==> src/hdl/ciil_pkg.sv <==
`timescale 1ns / 1ps
package ciil_pkg;
   localparam int MaxSamplesDefault = 1024;
   localparam int QueueDepth = 2;

   typedef enum logic [1:0] {
      CSR_SAMPLE_STEP     = 2'd0,
      CSR_QUERY_START     = 2'd1,
      CSR_QUERY_INCREMENT = 2'd2
   } csr_index_type;

   typedef enum logic [1:0] {
      REGION_BEFORE = 2'd0,
      REGION_INSIDE = 2'd1,
      REGION_END    = 2'd2
   } region_type;

   typedef enum logic [3:0] {
      ST_IDLE,
      ST_LD_READ,
      ST_LD_MUL,
      ST_LD_ADD,
      ST_Q_READ,
      ST_Q_MUL1,
      ST_Q_MUL2,
      ST_Q_MUL3,
      ST_Q_SUM,
      ST_Q_STEP,
      ST_Q_ROUND,
      ST_Q_OUT
   } state_type;

   // classified work item handed from front to back
   typedef struct packed {
      logic              is_load;
      logic signed [15:0] sample;
      logic              last_sample;
      region_type        region;
      logic [31:0]       ip;
      logic [15:0]       frac;
   } work_type;

   localparam logic signed [47:0] Max48 = {1'b0, {47{1'b1}}};
   localparam logic signed [47:0] Min48 = {1'b1, {47{1'b0}}};
endpackage

==> src/hdl/ciil_front.sv <==
`timescale 1ns / 1ps
// Front end: computes the query position and classifies each transaction,
// then pushes it into a short queue for the back end.
module ciil_front (
   input  logic                   clock,
   input  logic                   reset,
   input  logic                   start,
   output logic                   busy,
   input  logic                   req_opcode,
   input  logic signed [15:0]     req_sample,
   input  logic                   req_last_sample,
   input  logic [15:0]            req_query_index,
   input  logic signed [31:0]     query_start,
   input  logic signed [31:0]     query_increment,
   input  logic                   pop,
   output logic                   q_valid,
   output ciil_pkg::work_type     q_head
);
   // stage 1: register the item and the product k * increment
   logic                  s1_valid_ff, s1_valid_in;
   logic                  s1_load_ff;
   logic signed [15:0]    s1_sample_ff;
   logic                  s1_last_ff;
   logic signed [48:0]    s1_prod_ff;
   logic signed [31:0]    s1_start_ff;

   // queue
   ciil_pkg::work_type    queue_ff [ciil_pkg::QueueDepth];
   logic [1:0]            count_ff, count_in;
   logic                  rd_ptr_ff, wr_ptr_ff;

   logic signed [49:0]    pos;
   ciil_pkg::work_type    item;
   logic                  push;
   logic                  accept;

   // stall input while stage 1 holds an item or the queue holds an item
   assign busy   = s1_valid_ff || (count_ff != 2'd0);
   assign accept = start && !busy;
   assign s1_valid_in = accept;
   assign push   = s1_valid_ff;

   always_ff @(posedge clock) begin
      if (reset) begin
         s1_valid_ff <= 1'b0;
      end else begin
         s1_valid_ff <= s1_valid_in;
      end
      if (accept) begin
         s1_load_ff   <= !req_opcode;
         s1_sample_ff <= req_sample;
         s1_last_ff   <= req_last_sample;
         s1_prod_ff   <= $signed({1'b0, req_query_index}) * query_increment;
         s1_start_ff  <= query_start;
      end
   end

   // classification of the position; inside versus end is settled by the
   // back end against the sample count current when the item is taken
   always_comb begin
      pos = 50'(s1_prod_ff) + 50'(s1_start_ff);
      item.is_load     = s1_load_ff;
      item.sample      = s1_sample_ff;
      item.last_sample = s1_last_ff;
      item.frac        = pos[15:0];
      item.ip          = 32'(pos[47:16]);
      if (pos < 0) begin
         item.region = ciil_pkg::REGION_BEFORE;
      end else begin
         item.region = ciil_pkg::REGION_INSIDE;
      end
   end

   always_comb begin
      count_in = count_ff + 2'(push) - 2'(pop);
   end

   always_ff @(posedge clock) begin
      if (reset) begin
         count_ff  <= 2'd0;
         rd_ptr_ff <= 1'b0;
         wr_ptr_ff <= 1'b0;
      end else begin
         count_ff <= count_in;
         if (push) wr_ptr_ff <= !wr_ptr_ff;
         if (pop)  rd_ptr_ff <= !rd_ptr_ff;
      end
      if (push) queue_ff[wr_ptr_ff] <= item;
   end

   assign q_valid = count_ff != 2'd0;
   assign q_head  = queue_ff[rd_ptr_ff];
endmodule

==> config.mk <==
export PLATFORM = sky130hd
export DESIGN_NAME = ciil_front
export DESIGN_NICKNAME = d
export VERILOG_FILES = /design/src/hdl/ciil_pkg.sv /design/src/hdl/ciil_front.sv
export SDC_FILE = /design/constraint.sdc
export NUM_CORES = 2
export LEC_CHECK = 0
export BUFFER_PORTS_ARGS = -buffer_cell sky130_fd_sc_hd__buf_2
export CAP_MARGIN = 20
export CORE_MARGIN = 3
export CORE_UTILIZATION = 45
export CTS_BUF_LIST = sky130_fd_sc_hd__clkbuf_8
export DETAILED_ROUTE_END_ITERATION = 16
export MAX_ROUTING_LAYER = met4
export SLEW_MARGIN = 20
export SYNTH_ARGS = -nofsm -noshare
export SYNTH_HDL_FRONTEND = slang
export SYNTH_SLANG_ARGS = --single-unit
==> constraint.sdc <==
create_clock -name clock -period 7.7 [get_ports clock]
set_input_delay 1.155 -clock clock [delete_from_list [all_inputs] [get_ports clock]]
set_output_delay 1.155 -clock clock [all_outputs]
set_load 0.05 [all_outputs]
==> results.sh <==
export IMPL_area_growth_synth_to_final_pct=8.315
export IMPL_routed_via_count=19300
export IMPL_yosysMostFrequentCell="sky130_fd_sc_hd__inv_1"
export IMPL_whs_path_cells=0
export IMPL_final_hold_viol_count=0
export IMPL_detail_route_antenna_nets=0
export IMPL_cp_buffers_inverters=4
export IMPL_setup_worst_path_start_class="primary input"
export IMPL_placement_io_buffers=170
export IMPL_time_the_final_worst_path_needs_with_i_o_delays_and_setup_ps=7161
export IMPL_place_area_um2=30580
export IMPL_cp_required_ps=7960
export IMPL_synth_edf_count=233
export IMPL_clk_pin_slew_worst_paths_ps=60
export IMPL_critPathMaxFanout=25
export IMPL_synth_largest_area_cell="sky130_fd_sc_hd__fa_1"
export IMPL_cts_htree_levels=2
export IMPL_clock_tree_from_tritoncts="built"
export IMPL_fp_dieH_um=259.1
export IMPL_regToRegStartpoint="s1_prod_ff[3]"
export IMPL_hold_path_class="flop to flop"
export IMPL_drc=0
export IMPL_cts_post_setup_buffers_inserted=0
export IMPL_numCtsBuffers=35
export IMPL_die_width_um=259.1
export IMPL_floorplan_die_area_um2=67110
export IMPL_avgViaCountPerCell=5.064
export IMPL_top_level_ports=172
export IMPL_antenna_found_initial=2
export IMPL_gp_weighted_congestion=0.9016
export IMPL_post_synth_most_frequent_cells="615 x sky130_fd_sc_hd__inv_1, 490 x sky130_fd_sc_hd__fa_1, 351 x sky130_fd_sc_hd__nand2_1"
export IMPL_totalNegativeSetupSlack_ps=0
export IMPL_crit_chain="buf_2 > nand2_1 > fa_1 > fa_1 > fa_1 > inv_1 > fa_1 > fa_1 > inv_1 > fa_1 > inv_1 > ha_1 > a21o_1 > o21bai_1 > a311oi_1 > nand2_1 > o21ai_1 > a21oi_1 > nor3_1 > mux2i_1 > nand4_1"
export IMPL_grt_setup_unrepaired="false"
export IMPL_critical_path_slowest_cell="sky130_fd_sc_hd__fa_1"
export IMPL_yosys_warnings=0
export IMPL_synth_flop_cell="sky130_fd_sc_hd__edfxtp_1"
export IMPL_yosysTopAreaCellShare=0.3404
export IMPL_max_slew_worst_pin_slew_ps=1017
export IMPL_grt_remaining_overflow=0
export IMPL_final_setup_skew_ps=18.37
export IMPL_maxSlewViolCount=0
export IMPL_fin_nets=3702
export IMPL_numClockSinks=239
export IMPL_grt_max_degree=82
export IMPL_timing_final_setup_violations=0
export IMPL_clkLatencyLatePin_ps=530
export IMPL_postSynth_asyncResetShare=0
export IMPL_ctsRootBufferMaster="sky130_fd_sc_hd__clkbuf_8"
export IMPL_share_of_the_yosys_chip_area_belonging_to_registers=0.2470
export IMPL_worst_r2r_endpoint="queue_ff[0][45]"
export IMPL_grt_pass1_vias=20830
export IMPL_core_area_um2=63200
export IMPL_critical_path_arrival_ps=7420
export IMPL_crit_path_max_incr_delay_ps=590
export IMPL_timing_hold_worst_endpoint="queue_ff[0][51]"
export IMPL_critical_path_endpoint_type="flop"
export IMPL_synth_cell_type_count=62
export IMPL_finalCritPeriodShare=0.9300
export IMPL_netlist_top_cells_area="sky130_fd_sc_hd__fa_1 34%, sky130_fd_sc_hd__edfxtp_1 24%, sky130_fd_sc_hd__inv_1 8.0%"
export IMPL_dominant_delay_contributor_by_cell_family_on_the_critical_path="adder cells"
export IMPL_run_status="finished, final reports clean"
export IMPL_hp_start="s1_sample_ff[1]"
export IMPL_ctsLongestPathBuffers=3
export IMPL_dr_first_iter_drc_count=1058
export IMPL_number_of_violations_of_the_max_capacitance_limit=0
export IMPL_cts_repair_resized=0
export IMPL_syn_area_um2=28820
export IMPL_finalWirelength_mm=67.06
export IMPL_maximum_achievable_frequency_ghz=0.1396
export IMPL_mapped_cells=2813
export IMPL_wl_per_cell_um=17.59
export IMPL_critical_path_top_cell_by_count="sky130_fd_sc_hd__fa_1"
export IMPL_share_of_final_layout_standard_cells_stronger_than_drive_strength_1=0.1103
export IMPL_slew_headroom=0.3217
export IMPL_rrSetupSlack_ps=3890
export IMPL_initial_utilization=0.4560
export IMPL_fin_util=0.4939
export IMPL_drtPass1Iterations=7
export IMPL_grt_first_pass_wirelength_mm=111.5
export IMPL_ys_seq_elements=239
export IMPL_detail_placement_hpwl_mm=55.17
export IMPL_groute_usage_overall=0.2128
export IMPL_synth_fp_nets=3573
export IMPL_cts_hold_buf=0
export IMPL_path_class="primary input to flop"
export IMPL_num_rows=92
export IMPL_number_of_cells_on_the_worst_reg_to_reg_path=10
export IMPL_postLayoutCellArea_um2=31210
export IMPL_avgSynthCellArea_um2=10.24
==> sequential cells by signal (all words and copies together) (netlist names), named ones only <==
register      count
queue_ff        134
s1_prod_ff       49
s1_start_ff      32
s1_sample_ff     16
count_ff          2
push              1
rd_ptr_ff         1
s1_last_ff        1
s1_load_ff        1
wr_ptr_ff         1
==> layout make-up <==
cell class / instances / area [µm²]
multi-input cells: 1850 / 19000
fillers: 5813 / 31980
diodes: 2 / 5.005
flip-flops and latches: 239 / 7118
inverters: 615 / 2308
clock inverters: 23 / 136.4
clock buffers: 36 / 495.5
repair buffers: 201 / 1096
well taps: 846 / 1059
==> metrics by stage <==
| stage | setup WS (ps) | hold slack (ps) | std cells |
|---|---|---|---|
| CTS | 655.7 | 444.0 | 3810 |
| detailed placement | 134.6 | 429.0 | 3751 |
| finish | 538.8 | 441.2 | 3812 |
| global route | 196.8 | 453.2 | 3812 |
| floorplan | 711.1 | 421.5 | 2813 |
| global placement | 121.5 | 423.1 | 3751 |
==> routing by layer <==
metal	routed length (µm)	GRT usage
met1	31690	0.3095
met2	30230	0.3271
met3	4103	0.02400
met4	1041	0.03977
met5	0	-
==> cells in the final DEF (no fill, tap or decap), drive strengths merged, types with 4 or more instances in the layout <==
| cell | n |
|---|---|
| o31ai | 5 |
| edfxtp | 233 |
| nand2 | 352 |
| xor2 | 32 |
| buf | 201 |
| a21oi | 85 |
| ha | 168 |
| o21ai | 54 |
| and2 | 235 |
| dfxtp | 6 |
| a21boi | 5 |
| a31oi | 14 |
| o211ai | 9 |
| o21bai | 12 |
| fa | 490 |
| and3 | 8 |
| mux2 | 67 |
| o21a | 11 |
| inv | 624 |
| a311oi | 4 |
| nand2b | 8 |
| clkinv | 11 |
| a211oi | 14 |
| clkbuf | 36 |
| nor3 | 19 |
| nand4 | 17 |
| xnor2 | 64 |
| nor2b | 11 |
| nor2 | 57 |
| nand3 | 17 |
| a21o | 49 |
==> kinds of logic after synthesis <==
group / Yosys count / synth area share
compound gates: 291 / 0.06587
xor+xnor: 96 / 0.02918
flops: 239 / 0.2470
buf+inv: 724 / 0.09443
fa+ha+maj: 658 / 0.4133
mux: 68 / 0.02653
simple gates: 736 / 0.1236
other cells: 1 / 0.0001301
==> worst max path at each step <==
stage / cells past startpoint / start / slack (ps) / endpoint
after floorplan: 21 / req_query_index[2] / 710 / s1_prod_ff[47]
after global placement: 22 / req_query_index[2] / 120 / s1_prod_ff[27]
after detailed placement: 21 / req_query_index[2] / 130 / s1_prod_ff[48]
after CTS: 21 / req_query_index[2] / 660 / s1_prod_ff[48]
after global routing: 21 / req_query_index[2] / 200 / s1_prod_ff[48]
final: 21 / req_query_index[2] / 540 / s1_prod_ff[48]
Power is not shown: default switching activity piles up to over one toggle a cycle in this logic, so the estimate is an artifact.
